===== src/pip_pkg.sv =====
// ----------------------------------------------------------------------------
// pip_pkg: shared definitions for the point in polygon test
// constants, command kinds and walker states used by front and back parts
// ----------------------------------------------------------------------------
package pip_pkg;

    // default sizes for the top level parameters
    localparam int unsigned DEF_MAX_VERTICES = 16;
    localparam int unsigned DEF_COORD_BITS   = 16;

    // vertex count after reset, capped at MAX_VERTICES by the walker
    localparam int unsigned RESET_VERTEX_COUNT = 4;

    // entries in the command queue between front and back
    localparam int unsigned QUEUE_DEPTH = 2;

    // op field codes
    localparam logic OP_LOAD  = 1'b0;
    localparam logic OP_QUERY = 1'b1;

    typedef enum logic {
        CMD_LOAD,
        CMD_QUERY
    } cmd_kind_t;

    typedef enum logic [1:0] {
        WS_IDLE,
        WS_WALK,
        WS_DRAIN
    } walk_state_t;

endpackage


===== src/pip_edge_walker.sv =====
// ----------------------------------------------------------------------------
// pip_edge_walker: vertex store and edge walk
// writes vertex loads into the store and runs queries one edge a cycle
// through a read, difference, multiply and compare pipeline
// ----------------------------------------------------------------------------
module pip_edge_walker #(
    parameter int MAX_VERTICES = pip_pkg::DEF_MAX_VERTICES,
    parameter int COORD_BITS   = pip_pkg::DEF_COORD_BITS
) (
    input  logic                                  clk,
    input  logic                                  rst_n,
    input  logic                                  cmd_valid,
    output logic                                  cmd_pop,
    input  pip_pkg::cmd_kind_t                    cmd_kind,
    input  logic [$clog2(MAX_VERTICES)-1:0]       cmd_index,
    input  logic signed [COORD_BITS-1:0]          cmd_x,
    input  logic signed [COORD_BITS-1:0]          cmd_y,
    input  logic                                  cfg_valid,
    output logic                                  cfg_ready,
    input  logic [$clog2(MAX_VERTICES+1)-1:0]     cfg_data,
    output logic                                  empty,
    input  logic                                  pop,
    output logic                                  inside_res
);
    import pip_pkg::*;

    localparam int IW  = $clog2(MAX_VERTICES);
    localparam int CW  = $clog2(MAX_VERTICES + 1);
    localparam int DW  = COORD_BITS + 1;
    localparam int PRW = 2 * DW;
    localparam int RST_COUNT = (RESET_VERTEX_COUNT > MAX_VERTICES) ?
                               MAX_VERTICES : RESET_VERTEX_COUNT;

    // vertex store
    logic signed [COORD_BITS-1:0] x_mem [MAX_VERTICES];
    logic signed [COORD_BITS-1:0] y_mem [MAX_VERTICES];

    walk_state_t state_reg, state_next;
    logic [CW-1:0] count_reg;
    logic [CW-1:0] rd_cnt_reg, rd_cnt_next;
    logic signed [COORD_BITS-1:0] px_reg, py_reg;
    logic flag_reg;
    logic res_reg;
    logic res_full_reg;

    logic          mem_we;
    logic          rd_en;
    logic [IW-1:0] rd_addr;
    logic          rd_first;
    logic          rd_last;
    logic          start;
    logic          zero_res;
    logic          done;

    // read stage
    logic rd_v_reg, rd_first_reg, rd_last_reg;
    logic signed [COORD_BITS-1:0] rdx_reg, rdy_reg;
    logic signed [COORD_BITS-1:0] prevx_reg, prevy_reg;

    // difference stage
    logic e_v_reg, e_last_reg, e_spans_reg, e_dypos_reg;
    logic signed [DW-1:0] e_dxp_reg, e_dy_reg, e_dxe_reg, e_dyp_reg;

    // product stage
    logic m_v_reg, m_last_reg, m_spans_reg, m_dypos_reg;
    logic signed [PRW-1:0] m_p1_reg, m_p2_reg;

    logic signed [DW-1:0] xi_e, yi_e, xj_e, yj_e, px_e, py_e;
    logic signed [DW-1:0] dy_c;
    logic spans_c;
    logic left_c;
    logic toggle_c;

    assign cfg_ready  = 1'b1;
    assign empty      = !res_full_reg;
    assign inside_res = res_reg;

    // control
    always_comb
    begin
        state_next  = state_reg;
        rd_cnt_next = rd_cnt_reg;
        cmd_pop     = 1'b0;
        mem_we      = 1'b0;
        rd_en       = 1'b0;
        rd_addr     = IW'(rd_cnt_reg - 1'b1);
        rd_first    = (rd_cnt_reg == '0);
        rd_last     = (rd_cnt_reg == count_reg);
        start       = 1'b0;
        zero_res    = 1'b0;
        case (state_reg)
            WS_IDLE:
            begin
                if (cmd_valid)
                begin
                    if (cmd_kind == CMD_LOAD)
                    begin
                        mem_we  = 1'b1;
                        cmd_pop = 1'b1;
                    end
                    else if (!res_full_reg)
                    begin
                        cmd_pop = 1'b1;
                        if (count_reg == '0)
                        begin
                            zero_res = 1'b1;
                        end
                        else
                        begin
                            start       = 1'b1;
                            rd_cnt_next = '0;
                            state_next  = WS_WALK;
                        end
                    end
                end
            end
            WS_WALK:
            begin
                rd_en = 1'b1;
                // first read fetches the closing vertex
                if (rd_first)
                begin
                    rd_addr = IW'(count_reg - 1'b1);
                end
                rd_cnt_next = rd_cnt_reg + 1'b1;
                if (rd_last)
                begin
                    state_next = WS_DRAIN;
                end
            end
            WS_DRAIN:
            begin
                if (done)
                begin
                    state_next = WS_IDLE;
                end
            end
            default:
            begin
                state_next = WS_IDLE;
            end
        endcase
    end

    always_ff @(posedge clk or negedge rst_n)
    begin
        if (!rst_n)
        begin
            state_reg  <= WS_IDLE;
            rd_cnt_reg <= '0;
            count_reg  <= CW'(RST_COUNT);
        end
        else
        begin
            state_reg  <= state_next;
            rd_cnt_reg <= rd_cnt_next;
            if (cfg_valid && cfg_ready)
            begin
                count_reg <= (cfg_data > CW'(MAX_VERTICES)) ? CW'(MAX_VERTICES) : cfg_data;
            end
        end
    end

    // store write and registered read
    always_ff @(posedge clk)
    begin
        if (mem_we)
        begin
            x_mem[cmd_index] <= cmd_x;
            y_mem[cmd_index] <= cmd_y;
        end
        if (rd_en)
        begin
            rdx_reg <= x_mem[rd_addr];
            rdy_reg <= y_mem[rd_addr];
        end
    end

    always_ff @(posedge clk)
    begin
        if (start)
        begin
            px_reg <= cmd_x;
            py_reg <= cmd_y;
        end
        if (rd_v_reg)
        begin
            prevx_reg <= rdx_reg;
            prevy_reg <= rdy_reg;
        end
    end

    // edge differences, vertex i from the store, vertex j one read back
    assign xi_e = {rdx_reg[COORD_BITS-1], rdx_reg};
    assign yi_e = {rdy_reg[COORD_BITS-1], rdy_reg};
    assign xj_e = {prevx_reg[COORD_BITS-1], prevx_reg};
    assign yj_e = {prevy_reg[COORD_BITS-1], prevy_reg};
    assign px_e = {px_reg[COORD_BITS-1], px_reg};
    assign py_e = {py_reg[COORD_BITS-1], py_reg};
    assign dy_c = yj_e - yi_e;

    assign spans_c = ((rdy_reg <= py_reg) && (py_reg < prevy_reg)) ||
                     ((prevy_reg <= py_reg) && (py_reg < rdy_reg));

    always_ff @(posedge clk)
    begin
        e_spans_reg <= spans_c;
        e_dypos_reg <= (dy_c > 0);
        e_dxp_reg   <= px_e - xi_e;
        e_dy_reg    <= dy_c;
        e_dxe_reg   <= xj_e - xi_e;
        e_dyp_reg   <= py_e - yi_e;
        m_spans_reg <= e_spans_reg;
        m_dypos_reg <= e_dypos_reg;
        m_p1_reg    <= PRW'(e_dxp_reg) * PRW'(e_dy_reg);
        m_p2_reg    <= PRW'(e_dxe_reg) * PRW'(e_dyp_reg);
    end

    // point left of the crossing, direction follows the sign of dy
    assign left_c   = m_dypos_reg ? (m_p1_reg < m_p2_reg) : (m_p1_reg > m_p2_reg);
    assign toggle_c = m_v_reg && m_spans_reg && left_c;
    assign done     = m_v_reg && m_last_reg;

    always_ff @(posedge clk or negedge rst_n)
    begin
        if (!rst_n)
        begin
            rd_v_reg     <= 1'b0;
            rd_first_reg <= 1'b0;
            rd_last_reg  <= 1'b0;
            e_v_reg      <= 1'b0;
            e_last_reg   <= 1'b0;
            m_v_reg      <= 1'b0;
            m_last_reg   <= 1'b0;
            flag_reg     <= 1'b0;
            res_full_reg <= 1'b0;
            res_reg      <= 1'b0;
        end
        else
        begin
            rd_v_reg     <= rd_en;
            rd_first_reg <= rd_en && rd_first;
            rd_last_reg  <= rd_en && rd_last;
            e_v_reg      <= rd_v_reg && !rd_first_reg;
            e_last_reg   <= rd_v_reg && rd_last_reg;
            m_v_reg      <= e_v_reg;
            m_last_reg   <= e_v_reg && e_last_reg;
            if (start)
            begin
                flag_reg <= 1'b0;
            end
            else if (toggle_c)
            begin
                flag_reg <= !flag_reg;
            end
            if (done)
            begin
                res_reg      <= flag_reg ^ toggle_c;
                res_full_reg <= 1'b1;
            end
            else if (zero_res)
            begin
                res_reg      <= 1'b0;
                res_full_reg <= 1'b1;
            end
            else if (pop && res_full_reg)
            begin
                res_full_reg <= 1'b0;
            end
        end
    end

    // a walk only starts with the result slot free
    a_walk_slot_free: assert property (@(posedge clk) disable iff (!rst_n)
        (state_reg == WS_WALK) |-> !res_full_reg)
        else $error("result slot busy during edge walk");

    // the last edge finishes only after all reads went out
    a_done_in_drain: assert property (@(posedge clk) disable iff (!rst_n)
        done |-> (state_reg == WS_DRAIN))
        else $error("query finished outside drain");

    // no store write while a query reads it
    a_no_write_in_walk: assert property (@(posedge clk) disable iff (!rst_n)
        mem_we |-> (state_reg == WS_IDLE))
        else $error("vertex store written during a query");

    // read data only follows a read issued in the walk
    a_read_from_walk: assert property (@(posedge clk) disable iff (!rst_n)
        rd_v_reg |-> ($past(state_reg) == WS_WALK))
        else $error("read data without a walk read");

endmodule


===== config.mk =====
export PLATFORM = sky130hd
export DESIGN_NAME = pip_edge_walker
export DESIGN_NICKNAME = d
export VERILOG_FILES = /design/src/pip_pkg.sv /design/src/pip_edge_walker.sv
export SDC_FILE = /design/constraint.sdc
export NUM_CORES = 2
export LEC_CHECK = 0
export BUFFER_PORTS_ARGS = -buffer_cell sky130_fd_sc_hd__buf_4
export CORE_MARGIN = 5
export CORE_UTILIZATION = 60
export CTS_BUF_LIST = sky130_fd_sc_hd__clkbuf_2 sky130_fd_sc_hd__clkbuf_4 sky130_fd_sc_hd__clkbuf_8
export DETAILED_ROUTE_END_ITERATION = 6
export PLACE_DENSITY = 0.79
export REMOVE_ABC_BUFFERS = 1
export SYNTH_ARGS = -nofsm -noshare
export SYNTH_HDL_FRONTEND = slang
export SYNTH_SLANG_ARGS = --single-unit

===== constraint.sdc =====
create_clock -name clk -period 12.4 [get_ports clk]
set_input_delay 2.48 -clock clk [delete_from_list [all_inputs] [get_ports clk]]
set_output_delay 2.48 -clock clk [all_outputs]
set_load 0.01 [all_outputs]

=== Word-level counts from Yosys, hierarchy flattened ===
Memories as Yosys holds them, arrays and structs flattened. A register that Yosys moved wholly into a read port is not among the register bits.
Cells that the tools add are included.

* Add/subtract/negate cells: 7
* Multiply operators: 2
* Divide/modulo/power cells: 0
* Magnitude comparators: 8
* Equality and inequality tests: 9
* Shift-type cells: 0
* Multiplexer cells: 43
* Bitwise gates (word level): 1
* Reduce and logical (&&, ||, !) cells: 24

{| class="wikitable"
|+ Operator list
! kind !! number
|-
| multiplier 17 x 17 -> 34 bit || 2
|-
| subtractor 16 x 16 -> 17 bit || 4
|-
| greater-than comparator 34 bit || 1
|-
| < comparator 34 bit || 1
|-
| <= comparator 16 bit || 2
|-
| < comparator 16 bit || 2
|-
| 2-to-1 mux 1 bit || 28
|-
| 2-to-1 mux 5 bit || 5
|-
| greater-than comparator 17 x 1 -> 1 bit, second input constant || 1
|-
| 2-to-1 mux 2 bit || 6
|-
| inequality test 2 bit, second input constant || 6
|-
| logical AND 1 bit || 11
|-
| zero test 5 bit || 2
|-
| case mux 5 bit (2 select lines) || 1
|-
| 2-to-1 mux 4 bit || 2
|-
| subtractor 4 x 1 -> 4 bit, second input constant || 2
|-
| case mux 2 bit (3 select lines) || 1
|-
| AND reduction 6 bit || 1
|-
| nonzero test 2 bit || 3
|-
| adder 5 x 1 -> 5 bit, second input constant || 1
|-
| equality test 5 bit || 1
|-
| greater-than comparator 5 bit, second input constant || 1
|-
| AND reduction 5 bit || 1
|-
| zero test 1 bit || 3
|-
| other kinds (6) || 6
|}

* Register bits: 226
* Bits in latches: 0
* RAM bits: 512
* Memory bits (read-only): 0
* Bits of input ports: 47
* Output and inout port bits: 4
* Word-level logic and storage cells: 123
* Memories kept: 2

{| class="wikitable"
|+ Memory list
! name !! depth !! width !! rd ports !! clocked after memory_dff !! write ports !! line !! source
|-
| x_mem || 16 || 16 || 1 || 1 || 1 || pip_edge_walker.sv:35 || <nowiki>logic signed [COORD_BITS-1:0] x_mem [MAX_VERTICES];</nowiki>
|-
| y_mem || 16 || 16 || 1 || 1 || 1 || pip_edge_walker.sv:36 || <nowiki>logic signed [COORD_BITS-1:0] y_mem [MAX_VERTICES];</nowiki>
|}

=== Longest topological paths before layout ===
* Depth after elaboration: 8
* Mapped depth: 25
* Depth with buffers taken out: 24

=== Worst setup path before layout ===
OpenSTA, ideal clock, no wires.

* Path type: reg-to-reg
* Start: register e_dxe_reg[9]
* End: register m_p2_reg[32]
* Library setup time: 119 ps
* Arrival: 6123 ps
* Required time: 12281 ps
* Setup slack: 6157 ps
* Cell stages (with the launch flop): 26
* Path buffers: 2
* Clock period less this slack: 6243 ps
* Cells stage by stage: dfxtp_1 clkbuf_1 clkbuf_1 nand2_1 fa_1 fa_1 inv_1 fa_1 inv_1 fa_1 inv_1 fa_1 inv_1 fa_1 inv_1 ha_1 a41oi_1 o21ai_0 a21oi_1 nor2_1 nor3_1 a211oi_1 a311o_1 a21o_1 a21o_1 xor2_1

* Word-level cells in the longest chain between the ends: 1

{| class="wikitable"
|+ Ends and longest elaborated chain
! element !! line !! source
|-
| from (decl) || pip_edge_walker.sv:62 || <nowiki>logic signed [DW-1:0] e_dxp_reg, e_dy_reg, e_dxe_reg, e_dyp_reg;</nowiki>
|-
| from (signal assigned) || pip_edge_walker.sv:211 || <nowiki>e_dxe_reg <= xj_e - xi_e;</nowiki>
|-
| multiplier 17 x 17 -> 34 bit || pip_edge_walker.sv:216 || <nowiki>m_p2_reg <= PRW'(e_dxe_reg) * PRW'(e_dyp_reg);</nowiki>
|-
| to (signal assigned) || pip_edge_walker.sv:216 ||
|-
| to (decl) || pip_edge_walker.sv:66 || <nowiki>logic signed [PRW-1:0] m_p1_reg, m_p2_reg;</nowiki>
|}

Every way passes these cells.
A chain may end at the register's enable or synchronous reset.

=== Worst setup path after layout ===
* Start: register e_dyp_reg[2]
* End: register m_p2_reg[32]

* Word-level cells in the longest chain between the ends: 1

{| class="wikitable"
|+ Ends and longest elaborated chain
! element !! line !! source
|-
| from (decl) || pip_edge_walker.sv:62 ||
|-
| from (signal assigned) || pip_edge_walker.sv:212 || <nowiki>e_dyp_reg <= py_e - yi_e;</nowiki>
|-
| multiplier 17 x 17 -> 34 bit || pip_edge_walker.sv:216 ||
|}

Every way passes these cells.

==> PnR_summary.wiki <==
{| class="wikitable"
! Metric !! Value
|-
| Hold-fix buffer count after cts || 0
|-
| Biggest regs || x_mem x256, y_mem x256
|-
| Std cell rows || 108
|-
| Number of global-route vias before repair || 36.2k
|-
| Top cell types by occurrence after synthesis || sky130_fd_sc_hd__inv_1 (732), sky130_fd_sc_hd__edfxtp_1 (608), sky130_fd_sc_hd__fa_1 (596)
|-
| Bufs on Longest Clock Path || 3
|-
| Cell at the root of the clock tree || sky130_fd_sc_hd__clkbuf_8
|-
| Number of nets in the layout || 5609
|-
| Post-route antenna net violation count || 0
|-
| CTS tree || done
|-
| Worst hold margin || 0.327 ns
|-
| Share of the yosys chip area belonging to registers || 41.1%
|-
| Drt first-iter violations || 2593
|-
| Starting density of the core || 60.5%
|-
| CTS H-tree depth || 3
|-
| Warnings, synthesis || 0
|-
| CTS buffer count || 119
|-
| Area taken by flip-flops and latches || 21600 sq um
|-
| Clock latency at the later pin of the worst-skew pair || 0.76 ns
|-
| Number of max-cap violations || 0
|-
| Placed wire-length estimate || 82.1 mm
|-
| Fraction of met1 tracks used by global routing || 32.8%
|-
| 1st-pass router iterations || 6
|-
| Type of the worst min-delay path || reg2reg
|-
| Area of the core || 86900 sq um
|-
| Area of the multi-input gates || 27700 sq um
|-
| Routing usage on met3 || 3.90%
|-
| Worst Setup Path Type || reg2reg
|-
| Filler cell count in the final layout || 6414
|-
| Number of clock sinks seen by CTS || 770
|-
| Actual transition at the worst max-transition pin || 0.982 ns
|-
| Per-instance average area after synthesis || 11.3 sq um
|-
| Detailed-route DRC error count || 0
|-
| Setup Fix Bufs, Post-CTS || 0
|-
| Clock transition at path regs || 0.06 ns
|-
| Setup WS pre-CTS || 5.46 ns
|-
| Crit-path slowest cell || sky130_fd_sc_hd__dfxtp_1
|-
| Initial antenna violation count || 3
|-
| Dominant cell type by area after synthesis || sky130_fd_sc_hd__edfxtp_1
|-
| Detailed-route vias per instance || 5.74
|-
| Maximum number of pins on one net before global-route repair || 183
|-
| Final hold viol count || 0
|-
| Final setup viols || 0
|-
| Most numerous cell in the Yosys netlist || sky130_fd_sc_hd__inv_1
|-
| Post-synthesis cell type count || 72
|-
| Endpoint arrival time on the critical path || 7.65 ns
|-
| Share of the synthesized area in the top cell type || 34.7%
|-
| Top FF cell, synth || sky130_fd_sc_hd__edfxtp_1
|-
| Crit Path Max Fanout || 17
|-
| Kind of cell adding the most delay to the critical path || adder cells
|-
| Run status || finished clean
|-
| Slowest stage delay, CP || 0.76 ns
|-
| Tcrit/Tclk final || 56.6%
|-
| Share of cells above drive strength 1 || 6.56%
|-
| Critical Path Start Type || flop
|-
| Critical Path Most Common Cell || sky130_fd_sc_hd__fa_1
|-
| Post-synth EDFFs || 608
|-
| Largest clock skew in the final design || 0.0465 ns
|-
| Synth Instances || 4660
|-
| Number of input and output port buffers inserted || 49
|-
| Headroom to the max-slew limit || 34.6%
|-
| Ordered list of cells on the worst path || nand2_1 -> fa_1 -> fa_1 -> inv_1 -> fa_1 -> inv_1 -> fa_1 -> inv_1 -> fa_1 -> inv_1 -> fa_1 -> inv_1 -> ha_1 -> a41oi_1 -> o21ai_0 -> a21oi_1 -> nor2_1 -> nor3_1 -> a211oi_1 -> a311o_1 -> a21o_1 -> a21o_1 -> xor2_1
|-
| X dimension of the die || 306 um
|-
| Maximum frequency from static timing analysis || 0.143 GHz
|-
| Setup WS post-layout || 5.39 ns
|-
| Number of pins exceeding their max-slew limit in the final report || 0
|-
| WL per Instance || 20.0 um
|-
| Aggregate negative setup slack || 0 ns
|-
| Setup repair after global routing missed its margin || no
|-
| Number of synthesized register bits || 770
|-
| Number of ports placed on the die boundary || 51
|-
| Crit path buf inv count || 5
|-
| Area growth from synthesis to layout || 7.72%
|-
| Final cell utilization of the core || 65.2%
|-
| GRT Overall Usage || 25.6%
|-
| Required time of the critical path || 13.03 ns
|-
| Die H || 306 um
|-
| Cell Area, Synth || 52600 sq um
|-
| Busiest metal layer after global routing || met2
|-
| Final wirelength || 118 mm
|-
| Wire length of the first global-routing pass || 191 mm
|-
| Gates resized, CTS repair || 0
|-
| Nature of the critical path endpoint || flop
|-
| Routing usage on met2 || 44.2%
|-
| Die outline area || 93600 sq um
|-
| RD Place Congestion || 0.917
|-
| Largest cells by area after synthesis || sky130_fd_sc_hd__edfxtp_1 (35%), sky130_fd_sc_hd__fa_1 (23%), sky130_fd_sc_hd__ha_1 (6.9%)
|-
| Final critical delay including setup and external delays || 7.01 ns
|-
| Remaining global-route overflow || 0
|-
| Vias after detailed routing || 34.0k
|-
| Async set or reset register ratio after synthesis || 2.86%
|}
cell families after synthesis:
logic type,share of synthesized area [%]
other,0.00713
adder cells (fa/ha/maj),29.6
AO/OA/AOI/OAI,8.59
flip-flops,41.1
AND/OR/NAND/NOR,12.0
multiplexers,0.157
XOR/XNOR,2.02
buffers and inverters,6.54
layout make-up:
class / count / share of cell area [%]
multi-input cells: 2977 / 48.9
flip-flops and latches: 770 / 38.2
inverters: 732 / 4.85
clock buffers: 165 / 3.60
well taps: 1155 / 2.55
repair buffers: 77 / 1.06
clock inverters: 53 / 0.831
diodes: 3 / 0.0133
stage by stage:
stage / cell area (sq um) / instances
2_1_floorplan: 51900 / 4479
3_3_place_gp: 54100 / 5711
3_5_place_dp: 54100 / 5711
4_1_cts: 56600 / 5929
5_1_grt: 56600 / 5932
6_report: 56600 / 5932
layer usage:
layer / vias up / routed length, um / share of wire (%)
met1: 17046 / 45700 / 39
met2: 1243 / 59900 / 51
li1: 15412 / - / -
met3: 329 / 7980 / 6.7
met4: 0 / 4870 / 4.1
met5: - / 0 / 0
worst paths after layout:
kind	start	to	slack, ns	cells past startpoint
max	e_dyp_reg[2]$_DFF_P_	m_p2_reg[32]$_DFF_P_	5.39	23
min	e_spans_reg$_DFF_P_	m_spans_reg$_DFF_P_	0.33	0
max reg2reg	e_dyp_reg[2]$_DFF_P_	m_p2_reg[32]$_DFF_P_	5.39	23
min reg2reg	e_spans_reg$_DFF_P_	m_spans_reg$_DFF_P_	0.33	0
max in group asynchronous	rst_n	count_reg[2]$_DFFE_PN1P_	10.50	1
min in group asynchronous	rst_n	res_full_reg$_DFFE_PN0P_	1.62	1
cells in the final DEF (no fill, tap or decap), drive strengths merged, types with 88 or more instances in the layout:
master    n
fa      596
dfxtp   140
and2    427
clkbuf  165
xnor2    88
a211oi  172
nand2   570
edfxtp  608
nor2    131
inv     737
a21oi   162
ha      289
Power is left out: the tool's default activity adds up to more than one toggle a clock period on the data nets, which glitch-free logic cannot reach.
